File: src/rtl/scfp_pkg.sv
// types, codes and helper functions of the serial command frame parser
package scfp_pkg;

    localparam int BUF_BYTES_DEF = 64;

    // parse phases
    localparam logic [3:0] PH_DOLLAR  = 4'd0;
    localparam logic [3:0] PH_LETTER  = 4'd1;
    localparam logic [3:0] PH_COMMA   = 4'd2;
    localparam logic [3:0] PH_N1_LEAD = 4'd3;
    localparam logic [3:0] PH_N1_BODY = 4'd4;
    localparam logic [3:0] PH_N2_LEAD = 4'd5;
    localparam logic [3:0] PH_N2_BODY = 4'd6;
    localparam logic [3:0] PH_STOP    = 4'd7;
    localparam logic [3:0] PH_DONE    = 4'd8;
    localparam logic [3:0] PH_FAIL    = 4'd9;

    // command kinds, also the result command codes
    localparam logic [1:0] CMD_NONE = 2'd0;
    localparam logic [1:0] CMD_STOP = 2'd1;
    localparam logic [1:0] CMD_MODE = 2'd2;
    localparam logic [1:0] CMD_MOVE = 2'd3;

    // characters
    localparam logic [7:0] CH_NUL    = 8'h00;
    localparam logic [7:0] CH_DOLLAR = 8'h24;
    localparam logic [7:0] CH_PLUS   = 8'h2B;
    localparam logic [7:0] CH_COMMA  = 8'h2C;
    localparam logic [7:0] CH_MINUS  = 8'h2D;
    localparam logic [7:0] CH_A      = 8'h41;
    localparam logic [7:0] CH_M      = 8'h4D;
    localparam logic [7:0] CH_S      = 8'h53;

    typedef struct packed {
        logic [3:0]  phase;
        logic [1:0]  kind;
        logic        neg;
        logic        digit;
        logic [15:0] first;
        logic [15:0] second;
    } t_frame;

    typedef struct packed {
        logic [1:0]         command;
        logic signed [15:0] left_speed;
        logic signed [15:0] right_speed;
        logic [7:0]         mode_now;
    } t_result;

    function automatic logic is_space(input logic [7:0] c);
        return (c == 8'h20) || (c >= 8'h09 && c <= 8'h0D);
    endfunction

    function automatic logic is_digit(input logic [7:0] c);
        return (c >= 8'h30) && (c <= 8'h39);
    endfunction

    // mag * 10 + digit, wrapping at 16 bits
    function automatic logic [15:0] accumulate(input logic [15:0] mag, input logic [3:0] nib);
        return (mag << 3) + (mag << 1) + {12'b0, nib};
    endfunction

    function automatic logic [15:0] apply_sign(input logic [15:0] mag, input logic neg);
        return neg ? (16'd0 - mag) : mag;
    endfunction

    // positive speeds drop to zero while an obstacle is reported
    function automatic logic [15:0] clamp_forward(input logic [15:0] v, input logic obs);
        return (obs && v != 16'd0 && !v[15]) ? 16'd0 : v;
    endfunction

endpackage

File: src/rtl/scfp_parse.sv
// per-byte parse state machine and frame byte counter
module scfp_parse #(
    parameter int BUF_BYTES = scfp_pkg::BUF_BYTES_DEF
) (
    input  logic             i_clk,
    input  logic             i_rst_n,
    input  logic             i_byte_acc,
    input  logic [7:0]       i_data,
    input  logic             i_frame_end,
    output scfp_pkg::t_frame o_frame
);
    import scfp_pkg::*;

    localparam int CntW = $clog2(BUF_BYTES);

    logic [CntW-1:0] r_count, n_count;
    logic            r_ended, n_ended;
    t_frame          r_frame, n_frame;

    always_comb begin
        n_count = r_count;
        n_ended = r_ended;
        n_frame = r_frame;
        if (i_frame_end) begin
            n_count = '0;
            n_ended = 1'b0;
            n_frame = '0;
            n_frame.phase = PH_DOLLAR;
        end else if (i_byte_acc && !r_ended && r_count != CntW'(BUF_BYTES - 1)) begin
            n_count = r_count + CntW'(1);
            if (i_data == CH_NUL) begin
                n_ended = 1'b1;
            end else begin
                unique case (r_frame.phase) inside
                    PH_DOLLAR: begin
                        n_frame.phase = (i_data == CH_DOLLAR) ? PH_LETTER : PH_FAIL;
                    end
                    PH_LETTER: begin
                        if (i_data == CH_S) begin
                            n_frame.kind  = CMD_STOP;
                            n_frame.phase = PH_STOP;
                        end else if (i_data == CH_A) begin
                            n_frame.kind  = CMD_MODE;
                            n_frame.phase = PH_COMMA;
                        end else if (i_data == CH_M) begin
                            n_frame.kind  = CMD_MOVE;
                            n_frame.phase = PH_COMMA;
                        end else begin
                            n_frame.phase = PH_FAIL;
                        end
                    end
                    PH_COMMA: begin
                        n_frame.phase = (i_data == CH_COMMA) ? PH_N1_LEAD : PH_FAIL;
                    end
                    PH_N1_LEAD: begin
                        if (is_space(i_data)) begin
                            n_frame.phase = PH_N1_LEAD;
                        end else if (i_data == CH_PLUS) begin
                            n_frame.phase = PH_N1_BODY;
                        end else if (i_data == CH_MINUS) begin
                            n_frame.neg   = 1'b1;
                            n_frame.phase = PH_N1_BODY;
                        end else if (is_digit(i_data)) begin
                            n_frame.first = accumulate(r_frame.first, i_data[3:0]);
                            n_frame.digit = 1'b1;
                            n_frame.phase = PH_N1_BODY;
                        end else begin
                            n_frame.phase = PH_FAIL;
                        end
                    end
                    PH_N1_BODY: begin
                        if (is_digit(i_data)) begin
                            n_frame.first = accumulate(r_frame.first, i_data[3:0]);
                            n_frame.digit = 1'b1;
                        end else if (!r_frame.digit) begin
                            n_frame.phase = PH_FAIL;
                        end else begin
                            n_frame.first = apply_sign(r_frame.first, r_frame.neg);
                            if (r_frame.kind == CMD_MODE) begin
                                n_frame.phase = PH_DONE;
                            end else if (i_data == CH_COMMA) begin
                                n_frame.neg   = 1'b0;
                                n_frame.digit = 1'b0;
                                n_frame.phase = PH_N2_LEAD;
                            end else begin
                                n_frame.phase = PH_FAIL;
                            end
                        end
                    end
                    PH_N2_LEAD: begin
                        if (is_space(i_data)) begin
                            n_frame.phase = PH_N2_LEAD;
                        end else if (i_data == CH_PLUS) begin
                            n_frame.phase = PH_N2_BODY;
                        end else if (i_data == CH_MINUS) begin
                            n_frame.neg   = 1'b1;
                            n_frame.phase = PH_N2_BODY;
                        end else if (is_digit(i_data)) begin
                            n_frame.second = accumulate(r_frame.second, i_data[3:0]);
                            n_frame.digit  = 1'b1;
                            n_frame.phase  = PH_N2_BODY;
                        end else begin
                            n_frame.phase = PH_FAIL;
                        end
                    end
                    PH_N2_BODY: begin
                        if (is_digit(i_data)) begin
                            n_frame.second = accumulate(r_frame.second, i_data[3:0]);
                            n_frame.digit  = 1'b1;
                        end else if (!r_frame.digit) begin
                            n_frame.phase = PH_FAIL;
                        end else begin
                            n_frame.second = apply_sign(r_frame.second, r_frame.neg);
                            n_frame.phase  = PH_DONE;
                        end
                    end
                    PH_STOP, PH_DONE, PH_FAIL: begin
                        n_frame.phase = r_frame.phase;
                    end
                    default: begin
                        n_frame.phase = PH_FAIL;
                    end
                endcase
            end
        end
    end

    always_ff @(posedge i_clk) begin
        if (!i_rst_n) begin
            r_count <= '0;
            r_ended <= 1'b0;
            r_frame <= '0;
        end else begin
            r_count <= n_count;
            r_ended <= n_ended;
            r_frame <= n_frame;
        end
    end

    assign o_frame = r_frame;

endmodule

File: src/rtl/scfp_decode.sv
// frame-end evaluation and stored mode register
module scfp_decode (
    input  logic              i_clk,
    input  logic              i_rst_n,
    input  logic              i_frame_end,
    input  logic              i_obstacle,
    input  scfp_pkg::t_frame  i_frame,
    output scfp_pkg::t_result o_result
);
    import scfp_pkg::*;

    logic [7:0]  r_mode, n_mode;
    logic [15:0] v1, v2, mode_pick, right_val;
    logic        mode_ok, move_ok;

    always_comb begin
        v1        = apply_sign(i_frame.first, i_frame.neg);
        v2        = apply_sign(i_frame.second, i_frame.neg);
        mode_pick = (i_frame.phase == PH_N1_BODY) ? v1 : i_frame.first;
        right_val = (i_frame.phase == PH_N2_BODY) ? v2 : i_frame.second;
        mode_ok   = (i_frame.kind == CMD_MODE) &&
                    ((i_frame.phase == PH_N1_BODY && i_frame.digit) ||
                     i_frame.phase == PH_DONE);
        move_ok   = (i_frame.kind == CMD_MOVE) &&
                    ((i_frame.phase == PH_N2_BODY && i_frame.digit) ||
                     i_frame.phase == PH_DONE);

        n_mode               = r_mode;
        o_result.command     = CMD_NONE;
        o_result.left_speed  = '0;
        o_result.right_speed = '0;
        if (i_frame.phase == PH_STOP) begin
            o_result.command = CMD_STOP;
        end else if (mode_ok) begin
            n_mode           = mode_pick[7:0];
            o_result.command = CMD_MODE;
        end else if (move_ok) begin
            o_result.command     = CMD_MOVE;
            o_result.left_speed  = $signed(clamp_forward(i_frame.first, i_obstacle));
            o_result.right_speed = $signed(clamp_forward(right_val, i_obstacle));
        end
        o_result.mode_now = n_mode;
    end

    always_ff @(posedge i_clk) begin
        if (!i_rst_n) begin
            r_mode <= '0;
        end else if (i_frame_end) begin
            r_mode <= n_mode;
        end
    end

endmodule

File: src/rtl/scfp_out.sv
// result register with one skid entry
module scfp_out (
    input  logic              i_clk,
    input  logic              i_rst_n,
    input  logic              i_push,
    input  scfp_pkg::t_result i_result,
    input  logic              i_stall,
    output logic              o_valid,
    output logic              o_full,
    output scfp_pkg::t_result o_result
);
    import scfp_pkg::*;

    logic    r_out_vld, r_skid_vld;
    t_result r_out, r_skid;
    logic    pop;

    assign pop = r_out_vld && !i_stall;

    always_ff @(posedge i_clk) begin
        if (!i_rst_n) begin
            r_out_vld  <= 1'b0;
            r_skid_vld <= 1'b0;
        end else if (r_skid_vld) begin
            if (pop) begin
                r_skid_vld <= 1'b0;
            end
        end else if (i_push) begin
            if (!r_out_vld || pop) begin
                r_out_vld <= 1'b1;
            end else begin
                r_skid_vld <= 1'b1;
            end
        end else if (pop) begin
            r_out_vld <= 1'b0;
        end
    end

    always_ff @(posedge i_clk) begin
        if (r_skid_vld) begin
            if (pop) begin
                r_out <= r_skid;
            end
        end else if (i_push) begin
            if (!r_out_vld || pop) begin
                r_out <= i_result;
            end else begin
                r_skid <= i_result;
            end
        end
    end

    assign o_valid  = r_out_vld;
    assign o_full   = r_skid_vld;
    assign o_result = r_out;

endmodule

File: src/rtl/serial_command_frame_parser.sv
// top level of the serial command frame parser
//
// channel   direction  handshake           payload
// input     in         i_valid / o_stall   i_req_type, i_data_byte, i_obstacle
// result    out        o_valid / i_stall   o_command, o_left_speed, o_right_speed,
//                                          o_mode_now
//
// one input transfer per cycle while o_stall is low; a byte updates the parse state in that cycle
// a frame end yields its result on o_valid the cycle after the transfer,
// later only while an earlier result is still waiting
// bytes never produce a result; each frame end produces exactly one
// a result register plus one skid entry part the sides; o_stall rises only
// when both hold results, so a waiting result does not block input
// i_rst_n is synchronous, active low; it clears parse state, mode and valids
module serial_command_frame_parser #(
    parameter int BUF_BYTES = scfp_pkg::BUF_BYTES_DEF
) (
    input  logic               i_clk,
    input  logic               i_rst_n,
    // input channel
    input  logic               i_valid,
    output logic               o_stall,
    input  logic               i_req_type,
    input  logic [7:0]         i_data_byte,
    input  logic               i_obstacle,
    // result channel
    output logic               o_valid,
    input  logic               i_stall,
    output logic [1:0]         o_command,
    output logic signed [15:0] o_left_speed,
    output logic signed [15:0] o_right_speed,
    output logic [7:0]         o_mode_now
);
    import scfp_pkg::*;

    logic    in_xfer;
    logic    byte_acc;
    logic    frame_end;
    logic    out_full;
    t_frame  frame;
    t_result result_d;
    t_result result_q;

    // input transfer when valid and not stalled
    assign in_xfer   = i_valid && !o_stall;
    assign byte_acc  = in_xfer && !i_req_type;
    assign frame_end = in_xfer && i_req_type;

    // byte-level parse state
    scfp_parse #(
        .BUF_BYTES (BUF_BYTES)
    ) u_parse (
        .i_clk       (i_clk),
        .i_rst_n     (i_rst_n),
        .i_byte_acc  (byte_acc),
        .i_data      (i_data_byte),
        .i_frame_end (frame_end),
        .o_frame     (frame)
    );

    // frame-end evaluation, mode register
    scfp_decode u_decode (
        .i_clk       (i_clk),
        .i_rst_n     (i_rst_n),
        .i_frame_end (frame_end),
        .i_obstacle  (i_obstacle),
        .i_frame     (frame),
        .o_result    (result_d)
    );

    // result register and skid
    scfp_out u_out (
        .i_clk    (i_clk),
        .i_rst_n  (i_rst_n),
        .i_push   (frame_end),
        .i_result (result_d),
        .i_stall  (i_stall),
        .o_valid  (o_valid),
        .o_full   (out_full),
        .o_result (result_q)
    );

    // stall input only while both result slots are occupied
    assign o_stall       = out_full;
    assign o_command     = result_q.command;
    assign o_left_speed  = result_q.left_speed;
    assign o_right_speed = result_q.right_speed;
    assign o_mode_now    = result_q.mode_now;

endmodule

File: config.mk
export PLATFORM = sky130hd
export DESIGN_NAME = serial_command_frame_parser
export DESIGN_NICKNAME = d
export VERILOG_FILES = /design/src/rtl/scfp_pkg.sv /design/src/rtl/scfp_parse.sv /design/src/rtl/scfp_decode.sv /design/src/rtl/scfp_out.sv /design/src/rtl/serial_command_frame_parser.sv
export SDC_FILE = /design/constraint.sdc
export NUM_CORES = 1
export LEC_CHECK = 0
export BUFFER_PORTS_ARGS = -buffer_cell sky130_fd_sc_hd__clkbuf_2
export CAP_MARGIN = 15
export CORE_ASPECT_RATIO = 1.4
export CORE_MARGIN = 4
export CORE_UTILIZATION = 55
export CTS_CLUSTER_DIAMETER = 60
export DETAILED_ROUTE_END_ITERATION = 6
export GPL_ROUTABILITY_DRIVEN = 0
export PLACE_DENSITY = 0.76
export SLEW_MARGIN = 10
export SYNTH_ARGS = -nofsm -noshare
export SYNTH_HDL_FRONTEND = slang
export SYNTH_HIERARCHICAL = 1
export SYNTH_SLANG_ARGS = --single-unit
File: constraint.sdc
create_clock -name i_clk -period 3.1 [get_ports i_clk]
set_input_delay 0.155 -clock i_clk [delete_from_list [all_inputs] [get_ports i_clk]]
set_output_delay 0.155 -clock i_clk [all_outputs]
set_load 0.1 [all_outputs]
Word level (Yosys, flattened, before mapping)
Cells that the tools add are included.
{"block": "word_totals", "ff_bits": 141, "latchBits": 0, "mem_bits_rw": 0, "mem_bits_ro": 0, "input_bits": 14, "out_inout_bits": 44, "wordCells": 192, "n_memories": 0}
{"block": "op_classes", "addsub": 7, "multipliers": 0, "div": 0, "magnitude_cmp": 4, "eq_ne": 37, "n_shift": 0, "muxes": 69, "bitwise_logic": 5, "n_reduce_logical": 51}
{"op": "16-bit 2-to-1 mux", "count": 11}
{"op": "42-bit 2-to-1 mux", "count": 4}
{"op": "32-bit 2-to-1 mux", "count": 2}
{"op": "4-bit 2-to-1 mux", "count": 16}
{"op": "16-bit one-hot mux with 2 select lines", "count": 2}
{"op": "18-bit 2-to-1 mux", "count": 3}
{"op": "17-bit 2-to-1 mux", "count": 3}
{"op": "8-bit by 6-bit equality test with 1-bit output, second input constant", "count": 5}
{"op": "34-bit 2-to-1 mux", "count": 1}
{"op": "16-bit adder", "count": 2}
{"op": "16-bit by 4-bit adder with 16-bit output", "count": 2}
{"op": "4-bit one-hot mux with 8 select lines", "count": 1}
{"op": "16-bit nonzero test", "count": 2}
{"op": "1-bit by 16-bit subtractor with 16-bit output, first input constant", "count": 2}
{"op": "2-bit != test, second input constant", "count": 13}
{"op": "8-bit by 7-bit equality test with 1-bit output, second input constant", "count": 3}
{"op": "8-bit 2-to-1 mux", "count": 3}
{"op": "4-bit by 3-bit equality test with 1-bit output, second input constant", "count": 4}
{"op": "1-bit logical AND", "count": 16}
{"op": "8-bit AND reduction", "count": 2}
{"op": "2-bit 2-to-1 mux", "count": 7}
{"op": "1-bit 2-to-1 mux", "count": 12}
{"op": "6-bit 2-to-1 mux", "count": 2}
{"op": "11-bit AND reduction", "count": 1}
{"op": "other kinds (29)", "count": 54}

Longest topological paths before layout
Gate-level depths: netlist (run 1).
{"block": "depth", "word_depth": 13, "ltp_mapped": 12}

Hierarchy
The synthesis (run 1) kept the hierarchy.
{"module": "scfp_parse", "n_inst": 1, "cells_each": 607, "area_each_um2": 4730.8, "seq_area_each_um2": 940.9}
{"module": "scfp_out", "n_inst": 1, "cells_each": 144, "area_each_um2": 3320.7, "seq_area_each_um2": 2562.5}
{"module": "scfp_decode", "n_inst": 1, "cells_each": 179, "area_each_um2": 1239.9, "seq_area_each_um2": 160.2}
{"module": "serial_command_frame_parser", "n_inst": 1, "cells_each": 2, "area_each_um2": 21.3, "seq_area_each_um2": 0.0}

Worst setup path after synthesis (run 1)
No wires, ideal clock.
{"block": "synth_path", "kind": "register to register", "from": "register u_out.r_skid_vld, in the netlist u_out/o_full", "to": "register u_out.r_out (netlist bit u_out/o_result[0]) (enable)", "arrival_ns": 3.539, "t_required_ns": 2.647, "slack_ns": -0.892, "path_stages_with_launch": 5, "n_path_buf": 2, "synth_period_minus_slack_ns": 3.992, "cell_sequence": "dfxtp_1 buf_6 buf_12 nand2_1 a21boi_1"}
{"block": "synth_between", "elab_chain_len": 5, "elab_cells_between_ends": 7, "classes_between": "eq/ne: 1; reduce/logical: 6"}
{"element": "start, declared", "line": "scfp_out.sv:14", "source": "logic r_out_vld, r_skid_vld;"}
{"element": "start signal, assigned", "line": "scfp_out.sv:23", "source": "r_skid_vld <= 1'b0;"}
{"element": "start signal, assigned", "line": "scfp_out.sv:26", "source": "r_skid_vld <= 1'b0;"}
{"element": "start signal, assigned", "line": "scfp_out.sv:32", "source": "r_skid_vld <= 1'b1;"}
{"element": "1-bit logical NOT", "line": "serial_command_frame_parser.sv:45", "source": "assign in_xfer = i_valid && !o_stall;"}
{"element": "1-bit logical AND", "line": "serial_command_frame_parser.sv:45"}
{"element": "1-bit logical AND", "line": "serial_command_frame_parser.sv:47", "source": "assign frame_end = in_xfer && i_req_type;"}
{"element": "2-bit nonzero test (no source line)"}
{"element": "3-bit AND reduction (no source line) *"}
{"element": "end signal, assigned", "line": "scfp_out.sv:42", "source": "r_out <= r_skid;"}
{"element": "end signal, assigned", "line": "scfp_out.sv:46", "source": "r_out <= i_result;"}
{"element": "end, declared", "line": "scfp_out.sv:15", "source": "t_result r_out, r_skid;"}
Mark *: on every way between the ends. The rest lies on a longest branch, timed or not.
A chain may end at the register's enable or synchronous reset.

Worst setup path after layout (run 1)
{"block": "layout_path", "from": "register u_parse.r_frame (netlist bit u_parse/o_frame[16])", "to": "register u_parse.r_frame (netlist bit u_parse/o_frame[28])"}
{"block": "layout_between", "elab_chain_len": 7, "elab_cells_between_ends": 11, "classes_between": "add/sub: 3; mux: 8"}
{"element": "start, declared", "line": "scfp_parse.sv:18", "source": "t_frame r_frame, n_frame;"}
{"element": "start signal, assigned", "line": "scfp_parse.sv:136", "source": "r_frame <= n_frame;"}
{"element": "16-bit adder", "line": "scfp_pkg.sv:60", "source": "return (mag << 3) + (mag << 1) + {12'b0, nib};"}
{"element": "16-bit by 4-bit adder with 16-bit output", "line": "scfp_pkg.sv:60"}
{"element": "17-bit 2-to-1 mux", "line": "scfp_parse.sv:63", "source": "end else if (is_digit(i_data)) begin"}
{"element": "17-bit 2-to-1 mux", "line": "scfp_parse.sv:60", "source": "end else if (i_data == CH_MINUS) begin"}
{"element": "18-bit 2-to-1 mux", "line": "scfp_parse.sv:58", "source": "end else if (i_data == CH_PLUS) begin"}
{"element": "18-bit 2-to-1 mux", "line": "scfp_parse.sv:56", "source": "if (is_space(i_data)) begin"}
{"element": "16-bit one-hot mux with 2 select lines *", "line": "scfp_parse.sv:34", "source": "unique case (r_frame.phase) inside"}
Mark *: on every way between the ends. The rest lies on a longest branch, timed or not. The select of a mux whose other input is x is not followed.

==> flow_summary.json, run 1 <==
{
  "status": "finished, final reports clean",
  "ir_drop_mv": 0.393,
  "synth_area_sq_mm": 0.00931,
  "internal_power_uw": 3140,
  "synth_warnings": 6,
  "drt_iter0_drc": 663,
  "n_fill_cell": 1353,
  "ioPinCount": 58,
  "ys_types": 89,
  "hp-class": "primary input to flop",
  "die_w_um": 118,
  "p_sw_uw": 1200,
  "fin_cells": 1221,
  "synth_nets": 1007,
  "cp_max_fo": 3,
  "fin_tns_setup_ps": 0,
  "netlist_instances": 932,
  "rsz0062_at_grt": "false",
  "ys_top_cells_by_count": "97 x nor2_1, 84 x edfxtp_1, 58 x nand2_1, 57 x dfxtp_1, 57 x ha_1",
  "synth_top_area_cell": "edfxtp_1",
  "synthTopCellsByArea": "edfxtp_1 27%, dfxtp_1 12%, ha_1 7.7%, mux2_4 6.0%, nor2_1 3.9%",
  "synthArstFlopShare_pct": 0,
  "p_leak_uw": 0.00416,
  "routed_wl_mm": 21.6,
  "yosysMostFrequentCell": "nor2_1",
  "cp-end-kind": "flop",
  "drive_gt1_share_pct": 19.9,
  "numCtsBuffers": 17,
  "dpl_worst_slack_ps": 164,
  "fin_crit_ps": 2930,
  "grt_start_max_net_pins": 48,
  "cp-start-kind": "flop",
  "gr-total-overflow": 0,
  "dieArea_sq_mm": 0.0191,
  "ys_seq_elements": 141,
  "yosysTopAreaCellShare_pct": 27.1,
  "start_util_pct": 55.8,
  "busiest_layer": "met2",
  "place_hpwl_mm": 15.3,
  "p_per_area_mw_per_mm2": 414,
  "vias_per_cell": 6.24,
  "rows": 56,
  "antenna_left": 0,
  "synth_edf_count": 84,
  "finalCritPeriodShare_pct": 94.4,
  "dpl-instance-area_sq_mm": 0.00993,
  "place.port_buffers": 57,
  "clock_power_share_pct": 44.3,
  "syn_area_per_cell_sq_um": 9.99,
  "route.detailed.drc": 0,
  "final_max_slew_viol_count": 0,
  "yosysSeqAreaShare_pct": 39.3,
  "core-area_sq_mm": 0.0167,
  "worst_slack_ps": 175,
  "use_met1_pct": 27.4,
  "gr-usage-met3_pct": 2.89,
  "grt_pass1_wl_mm": 35.4,
  "finalHoldViolCount": 0,
  "cts.sinks": 141,
  "slew_headroom_pct": 35.1,
  "clk_pin_slew_worst_paths_ps": 70,
  "die_y_um": 162,
  "arrival_ps": 3230,
  "grt_pass1_vias": 7409,
  "p_comb_share_pct": 9.0,
  "clock_skew_ps": 12.7,
  "cts_buffer_depth": 2,
  "fin_nets": 1081,
  "total_power_uw": 4350,
  "cts_max_level": 4,
  "crit_type": "flop to flop",
  "routedWlPerCell_um": 17.7,
  "synth_top_flop_cell": "edfxtp_1",
  "fin_area_sq_mm": 0.0105,
  "first_pass_iters": 7,
  "tightest_slew_ps": 969,
  "swShare_pct": 27.6,
  "area_growth_pct": 12.7,
  "crit_required_ps": 3410,
  "grtUsageMet2_pct": 40.0,
  "cts_tree": "yes",
  "max-cap-violations": 0,
  "antenna_found_initial": 0,
  "clock_latency_ps": 410,
  "dp.cells": 1190,
  "grt_use_total_pct": 22.2,
  "dr_total_vias": 7619,
  "cts_root_buf": "clkbuf_16",
  "post-cts-setup-buffers": 0,
  "fmax_mhz": 342,
  "p_seq_share_pct": 46.7,
  "cts_hold_buffers": 0,
  "report.final.setup_viol": 0,
  "antenna_cells": 0
}
layer usage:
layer	vias up	wire, um
li1	3665	-
met1	3638	9230
met2	271	11000
met3	45	883
met4	0	463
met5	-	0
logic make-up after synthesis:
group                      share of synthesized area [%]
buffers and inverters                               3.94
AOI/OAI and AO/OA                                   18.1
muxes                                               7.44
DFF                                                 39.3
xor gates and xnor gates                            4.89
adders and majority gates                           8.52
and+or+nand+nor                                     17.8
flip-flops by register name, indices dropped and copies added (netlist names):
name / count
u_decode/r_mode: 8
u_out/o_full: 1
u_out/o_result: 42
u_out/o_valid: 1
u_out/r_skid: 42
u_parse/o_frame: 40
u_parse/r_count: 6
u_parse/r_ended: 1
power groups by stage:
stage	sequential, uW	combinational (uW)	clock [uW]
finish	2030	392	1920
global route	2030	413	2030
CTS	2030	391	1960
detailed placement	2070	390	0
global placement	2070	387	0
floorplan	2220	155	0
through the flow:
step / utilization [%] / hold slack [ps]
4_1_cts: 62.8 / 30.7
5_1_grt: 62.9 / 67.8
3_3_place_gp: 59.5 / 442
6_report: 62.9 / 44.6
2_1_floorplan: - / 273
3_5_place_dp: 59.5 / 447
placed cells by master (no fill, tap or decap), drive strengths merged, types with 11 or more instances in the layout:
cell | synthesis | routed
xnor2 | 26 | 26
buf | 19 | 38
clkbuf | 21 | 74
a21oi | 50 | 50
nor2 | 97 | 97
a211oi | 18 | 18
nand3 | 14 | 14
o21ai | 51 | 51
o211ai | 11 | 11
nor2b | 13 | 13
nand2b | 12 | 12
xor2 | 26 | 26
mux2 | 43 | 43
a31oi | 11 | 11
nor3 | 37 | 37
o31ai | 11 | 11
edfxtp | 84 | 84
and2 | 18 | 18
ha | 57 | 57
inv | 31 | 40
nand2 | 59 | 59
dfxtp | 57 | 57
critical path: stages (launching register included):
cell and delay (ps):
dfxtp_1 330, inv_1 80, fa_1 500, inv_1 70, fa_1 460, a21o_1 210, o21ai_0 250, a32oi_1 210
a31oi_2 270, xor2_1 160, o32ai_1 90, a32o_1 220
final timing paths:
path              slack, ps                  end                 from  cells past startpoint
hold / removal           40         u_out/o_full              i_stall                      3
setup reg to reg        170  u_parse/o_frame[28]  u_parse/o_frame[16]                     11
setup / recovery        170  u_parse/o_frame[28]  u_parse/o_frame[16]                     11
hold reg to reg         460   u_decode/r_mode[2]   u_decode/r_mode[2]                      2
area by class of cell:
class / instances / area, sq um / share of cell area [%]
clock buffers: 17 / 425 / 4.05
multi-input cells: 719 / 5330 / 50.8
flip-flops and latches: 141 / 3670 / 34.9
clock inverters: 14 / 125 / 1.19
inverters: 32 / 120 / 1.14
repair buffers: 95 / 571 / 5.44
well taps: 203 / 254 / 2.42
what timing repair did:
action                                  CTS  global route
endpoints found under the setup margin    0             3
resized for setup                         0             4
hold endpoints to repair                  0             0
Note: power is estimated with default switching activity, not from simulation.
==> run 2: changes to the inputs <==
CORE_UTILIZATION = 50   (was 55)
PLACE_DENSITY = 0.7   (was 0.76)
SYNTH_HIERARCHICAL = default   (was 1)
==> run 2 against run 1 <==
Against the previous run:
- worst hold slack better by 32 ps
- sequential power is essentially flat
- largest cell class unchanged
- total power rose by 1.2%
- critical path depth fell by 1
==> flow_summary.json, run 2 <==
{
  "cts_buffer_depth": 2,
  "fin_crit_ps": 2820,
  "yosysTopAreaCellShare_pct": 27.6,
  "cts.sinks": 141,
  "slew_headroom_pct": 51.6,
  "numCtsBuffers": 17,
  "finalCritPeriodShare_pct": 91.0,
  "synth_edf_count": 84,
  "dr_total_vias": 7619,
  "synthArstFlopShare_pct": 0,
  "route.detailed.drc": 0,
  "first_pass_iters": 5,
  "finalHoldViolCount": 0,
  "vias_per_cell": 5.85,
  "fin_nets": 1122,
  "drive_gt1_share_pct": 17.6,
  "synth_area_sq_mm": 0.00913,
  "rows": 58,
  "dp.cells": 1270,
  "ir_drop_mv": 0.362,
  "worst_path_largest_cell_delay_ps": 480,
  "crit_required_ps": 3420,
  "cts_root_buf": "clkbuf_16",
  "layout_common_cells": "97 x nand2_1, 89 x nor2_1, 84 x edfxtp_1, 68 x a21oi_1, 65 x o21ai_0",
  "yosysMostFrequentCell": "nand2_1",
  "grt_pass1_vias": 7077,
  "report.final.setup_viol": 0,
  "grt_pass1_wl_mm": 35.7,
  "crit_type": "flop to flop",
  "final_max_slew_viol_count": 0,
  "fin_cells": 1302,
  "gr-total-overflow": 0,
  "core-area_sq_mm": 0.0180,
  "synth_top_flop_cell": "edfxtp_1",
  "fin_tns_setup_ps": 0,
  "ys_top_cells_by_count": "97 x nand2_1, 89 x nor2_1, 84 x edfxtp_1, 69 x a21oi_1, 65 x o21ai_0",
  "cp-start-kind": "flop",
  "cp_max_fo": 7,
  "place.port_buffers": 57,
  "worst_slack_ps": 280,
  "die_w_um": 122,
  "start_util_pct": 50.8,
  "status": "finished, final reports clean",
  "synth_nets": 1060,
  "clk_pin_slew_worst_paths_ps": 70,
  "ys_seq_elements": 141,
  "synth_warnings": 0,
  "drt_iter0_drc": 616,
  "yosysSeqAreaShare_pct": 40.1,
  "path_cells": "ha_1, ha_1, fa_1, a211oi_2, o21ai_0, a31oi_1, xor2_1, o32ai_1, a22oi_1, nor2_1",
  "clock_latency_ps": 430,
  "synthTopCellsByArea": "edfxtp_1 28%, dfxtp_1 12%, ha_1 7.5%, nand2_1 4.0%, a21oi_1 3.8%",
  "p_leak_uw": 0.00412,
  "dpl_worst_slack_ps": 113,
  "cp-end-kind": "flop",
  "area_growth_pct": 14.4,
  "netlist_instances": 987,
  "dieArea_sq_mm": 0.0205,
  "cts_tree": "yes",
  "max-cap-violations": 0,
  "hp-class": "primary input to flop",
  "cts_hold_buffers": 0,
  "synth_top_area_cell": "edfxtp_1",
  "ioPinCount": 58,
  "place_hpwl_mm": 15.8,
  "dpl-instance-area_sq_mm": 0.00985,
  "rsz0062_at_grt": "false",
  "grt_start_max_net_pins": 69,
  "cp_slowest_cell": "dfxtp_1",
  "mostFrequentLayoutCell": "nand2_1",
  "grt_use_total_pct": 21.4,
  "cts_max_level": 4,
  "routedWlPerCell_um": 16.8,
  "antenna_left": 0,
  "p_per_area_mw_per_mm2": 421,
  "tightest_slew_ps": 727,
  "arrival_ps": 3140,
  "fmax_mhz": 355,
  "die_y_um": 168,
  "clock_skew_ps": 11.0,
  "antenna_cells": 0,
  "ys_types": 75,
  "antenna_found_initial": 0,
  "cpMostUsedCell": "ha_1",
  "fin_util_pct": 58.1,
  "syn_area_per_cell_sq_um": 9.25,
  "routed_wl_mm": 21.8,
  "fin_area_sq_mm": 0.0104
}
## run 2: cell count changes after synthesis, sizes merged, moves of 7 or more
cell    delta
a211oi     -8
a21oi     +19
and2       +7
clkbuf    +25
inv       -15
mux2      -21
nand2     +38
nor2       -8
nor3       -7
o21ai     +24
o31ai     +13
o41ai      -8
## run 2: cells by family after synthesis
family                     count (synthesis)  synth area share, %
and+or+nand+nor                          358                 19.9
AOI/OAI and AO/OA                        269                 19.3
DFF                                      141                 40.1
buffers and inverters                     79                 3.73
adders and majority gates                 59                 8.41
xor gates and xnor gates                  52                 5.07
muxes                                     29                 3.48
## run 2: cell type report
type / count / area, sq um
clock buffer: 18 / 429
clock inverter: 14 / 146
fill: 1597 / 7550
inverter: 16 / 60.1
multi-input combinational: 767 / 5170
sequential: 141 / 3670
tap: 240 / 300
timing repair buffer: 106 / 678
## run 2: path summary, 6_finish.rpt
path | start | to | slack, ps | cells after the start
worst max register to register | u_parse.o_frame[17] | u_parse.o_frame[26] | 280 | 10
worst min-delay path | i_stall | u_out.o_full | 80 | 3
worst max-delay path | u_parse.o_frame[17] | u_parse.o_frame[26] | 280 | 10
worst min register to register | u_decode.r_mode[1] | u_decode.r_mode[1] | 480 | 2
## run 2: what timing repair did
| action | 4_1_cts | 5_1_grt |
|---|---|---|
| setup endpoints to repair | 0 | 5 |
| resized for setup | 0 | 6 |
| setup buffers | 0 | 0 |
## run 2: worst max-delay path, delay by kind of cell (launching register included)
kind | cells | cell delay [ps]
adders and majority gates | 3 | 990
AOI/OAI and AO/OA | 5 | 950
DFF | 1 | 480
xor gates and xnor gates | 1 | 230
and+or+nand+nor | 1 | 60
## run 2: report_power, final
part	switching, uW	internal [uW]
Combinational	282	68.3
Clock	891	1140
Sequential	11.8	2010
## run 2: metal layers
metal / part of all wire (%) / wire length [um] / global-route usage, % / vias to the layer above
met5: 0 / 0 / 0 / -
met4: 1.9 / 408 / 6.53 / 0
met3: 4.9 / 1060 / 3.16 / 32
met2: 47 / 10300 / 34.1 / 219
met1: 46 / 10100 / 29.9 / 3582
li1: - / - / - / 3786
## run 2: stage by stage
stage | hold WS [ps] | power (uW)
floorplan | 291 | 2330
global placement | 449 | 2410
finish | 76.4 | 4400
detailed placement | 461 | 2410
CTS | 71.6 | 4420
global route | 89.2 | 4540
==> run 3: changes to the inputs <==
ABC_AREA = 1   (was default)
==> run 3 against run 2 <==
Against the previous run:
- register-to-register slack improved by 150 ps
- sequential share of layout area rose by 1.0 points
- via count rose by 6.1%
- cell count rose by 13%
- combinational power fell by 12%
- area after synthesis fell by 0.48%
- critical endpoint is now u_parse.o_frame[14]
- total power fell by 1.3%
- critical path depth fell by 1
- highest routed layer unchanged
==> flow_summary.json, run 3 <==
{
  "crit_required_ps": 3410,
  "cts_root_buf": "clkbuf_16",
  "crit_type": "flop to flop",
  "routed_wl_mm": 22.9,
  "cp_max_fo": 5,
  "grt_start_max_net_pins": 50,
  "p_leak_uw": 0.00463,
  "slew_headroom_pct": 33.0,
  "vias_per_cell": 5.48,
  "cp_slowest_cell": "fa_1",
  "fmax_mhz": 375,
  "yosysTopAreaCellShare_pct": 27.7,
  "drt_iter0_drc": 697,
  "yosysMostFrequentCell": "nand2_1",
  "p_per_area_mw_per_mm2": 428,
  "start_util_pct": 50.7,
  "arrival_ps": 2970,
  "total_power_uw": 4340,
  "ys_top_cells_by_count": "298 x nand2_1, 126 x inv_1, 97 x nor2_1, 84 x edfxtp_1, 83 x o21ai_0",
  "antenna_cells": 0,
  "synth_top_area_cell": "edfxtp_1",
  "layout_common_cells": "298 x nand2_1, 126 x inv_1, 95 x nor2_1, 84 x edfxtp_1, 83 x o21ai_0",
  "r2r_cells": 9,
  "yosysSeqAreaShare_pct": 40.3,
  "worstHoldStart": "i_rst_n",
  "antenna_found_initial": 0,
  "synthArstFlopShare_pct": 0,
  "r2r_start": "u_parse.o_frame[2]",
  "die_w_um": 122,
  "clock_latency_ps": 430,
  "clock_skew_ps": 11.7,
  "cts_max_level": 4,
  "holdPathEnd": "u_out.o_valid",
  "tightest_slew_ps": 1000,
  "cts_tree": "yes",
  "cts_hold_buffers": 0,
  "r2r-end": "u_parse.o_frame[14]",
  "grt_pass1_wl_mm": 37.6,
  "die_y_um": 168,
  "max-cap-violations": 0,
  "synth_top_flop_cell": "edfxtp_1",
  "synth_edf_count": 84,
  "ys_seq_elements": 141,
  "path_cells": "fa_1, fa_1, a21oi_1, o21ai_0, a21oi_1, o21ai_0, xor2_1, o211ai_1, a21oi_1",
  "place.port_buffers": 57,
  "syn_area_per_cell_sq_um": 7.75,
  "first_pass_iters": 5,
  "clk_pin_slew_worst_paths_ps": 70,
  "worst_path_largest_cell_delay_ps": 510,
  "cts_buffer_depth": 2,
  "dr_total_vias": 8082,
  "grt_pass1_vias": 7734,
  "grt_use_total_pct": 22.9,
  "fin_crit_ps": 2670,
  "cpMostUsedCell": "a21oi_1",
  "routedWlPerCell_um": 15.5,
  "cp-end-kind": "flop",
  "core-area_sq_mm": 0.0179,
  "timing.hold.ws_ps": 39.0,
  "ys_types": 55,
  "final_max_slew_viol_count": 0,
  "ir_drop_mv": 0.404,
  "synth_area_sq_mm": 0.00909,
  "synth_nets": 1246,
  "dieArea_sq_mm": 0.0204,
  "numCtsBuffers": 17,
  "route.detailed.drc": 0,
  "rrSetupSlack_ps": 430,
  "antenna_left": 0,
  "fin_nets": 1296,
  "gr-total-overflow": 0,
  "rsz0062_at_grt": "false",
  "cts_resized": 0,
  "synth_warnings": 0,
  "mostFrequentLayoutCell": "nand2_1",
  "finalCritPeriodShare_pct": 86.0,
  "fin_tns_setup_ps": 0,
  "area_growth_pct": 11.6,
  "post-cts-setup-buffers": 0,
  "finalHoldViolCount": 0,
  "rows": 58,
  "drive_gt1_share_pct": 12.1,
  "netlist_instances": 1173,
  "hp-class": "primary input to flop",
  "status": "finished, final reports clean",
  "cts.sinks": 141,
  "place_hpwl_mm": 17.2,
  "report.final.setup_viol": 0,
  "cp-start-kind": "flop",
  "whs_path_depth": 3,
  "ioPinCount": 58,
  "synthTopCellsByArea": "edfxtp_1 28%, dfxtp_1 13%, nand2_1 12%, ha_1 7.6%, inv_1 5.2%"
}
run 3: cell types whose count changed in the layout (fill, tap and decap cells not counted), moves of 18 or more:
| cell | delta |
|---|---|
| nand3_1 | +42 |
| and2_1 | -24 |
| nand2_1 | +201 |
| nand4_1 | +23 |
| o31ai_1 | -19 |
| inv_1 | +110 |
| o21ai_0 | +18 |
| mux2_2 | -22 |
| buf_4 | -37 |
run 3: final cells by class:
type,count,area [sq um]
repair buffers,67,360
inverters,140,528
clock buffers,17,425
well taps,240,300
flip-flops and latches,141,3660
multi-input cells,856,4700
fillers,1696,7780
clock inverters,15,171
run 3: worst max path at each step:
stage                        from                  end  cells after the start
5_1_grt        u_parse.o_frame[0]     u_out.r_skid[20]                     15
6_report       u_parse.o_frame[2]  u_parse.o_frame[14]                      9
3_5_place_dp   u_parse.o_frame[2]  u_parse.o_frame[14]                      9
4_1_cts        u_parse.o_frame[2]  u_parse.o_frame[14]                      9
2_1_floorplan       u_out.o_valid      u_out.r_skid[0]                      2
3_3_place_gp       i_data_byte[3]  u_parse.o_frame[12]                     10
run 3: per-stage QoR:
| step | utilization (%) | worst slack [ps] | instances | instance area (sq um) |
|---|---|---|---|---|
| 2_1_floorplan | - | 380 | 1173 | 9100 |
| 3_3_place_gp | 53.3 | 437 | 1444 | 9550 |
| 3_5_place_dp | 53.3 | 414 | 1444 | 9550 |
| 4_1_cts | 56.6 | 419 | 1476 | 10100 |
| 5_1_grt | 56.6 | 191 | 1476 | 10100 |
| 6_report | 56.6 | 433 | 1476 | 10100 |
run 3: power breakdown:
group	internal (uW)	switching, uW	leakage [uW]
Sequential	2000	10.1	0.00128
Clock	1090	937	0.000285
Combinational	45.3	263	0.00306
run 3: cells by family (layout without fill, tap and decap cells):
| family | after synthesis | in the layout | share of synthesized area [%] |
|---|---|---|---|
| fa+ha+maj | 59 | 59 | 8.45 |
| xor+xnor | 24 | 24 | 2.31 |
| flops | 141 | 141 | 40.3 |
| compound gates | 228 | 228 | 14.4 |
| simple gates | 545 | 545 | 26.4 |
| buf+inv | 176 | 239 | 8.18 |
run 3: worst max-delay path: cells and delay by family, from the launching register on:
family	cells	cell delay, ps
fa+ha+maj	2	980
xor+xnor	1	150
compound gates	6	970
flops	1	450
run 3: routing by layer:
layer / vias up / part of all wire [%] / track usage, %
li1: 4086 / - / -
met1: 3706 / 40 / 26.1
met2: 231 / 53 / 41.7
met3: 59 / 4.0 / 2.91
met4: 0 / 3.7 / 10.8
met5: - / 0 / 0
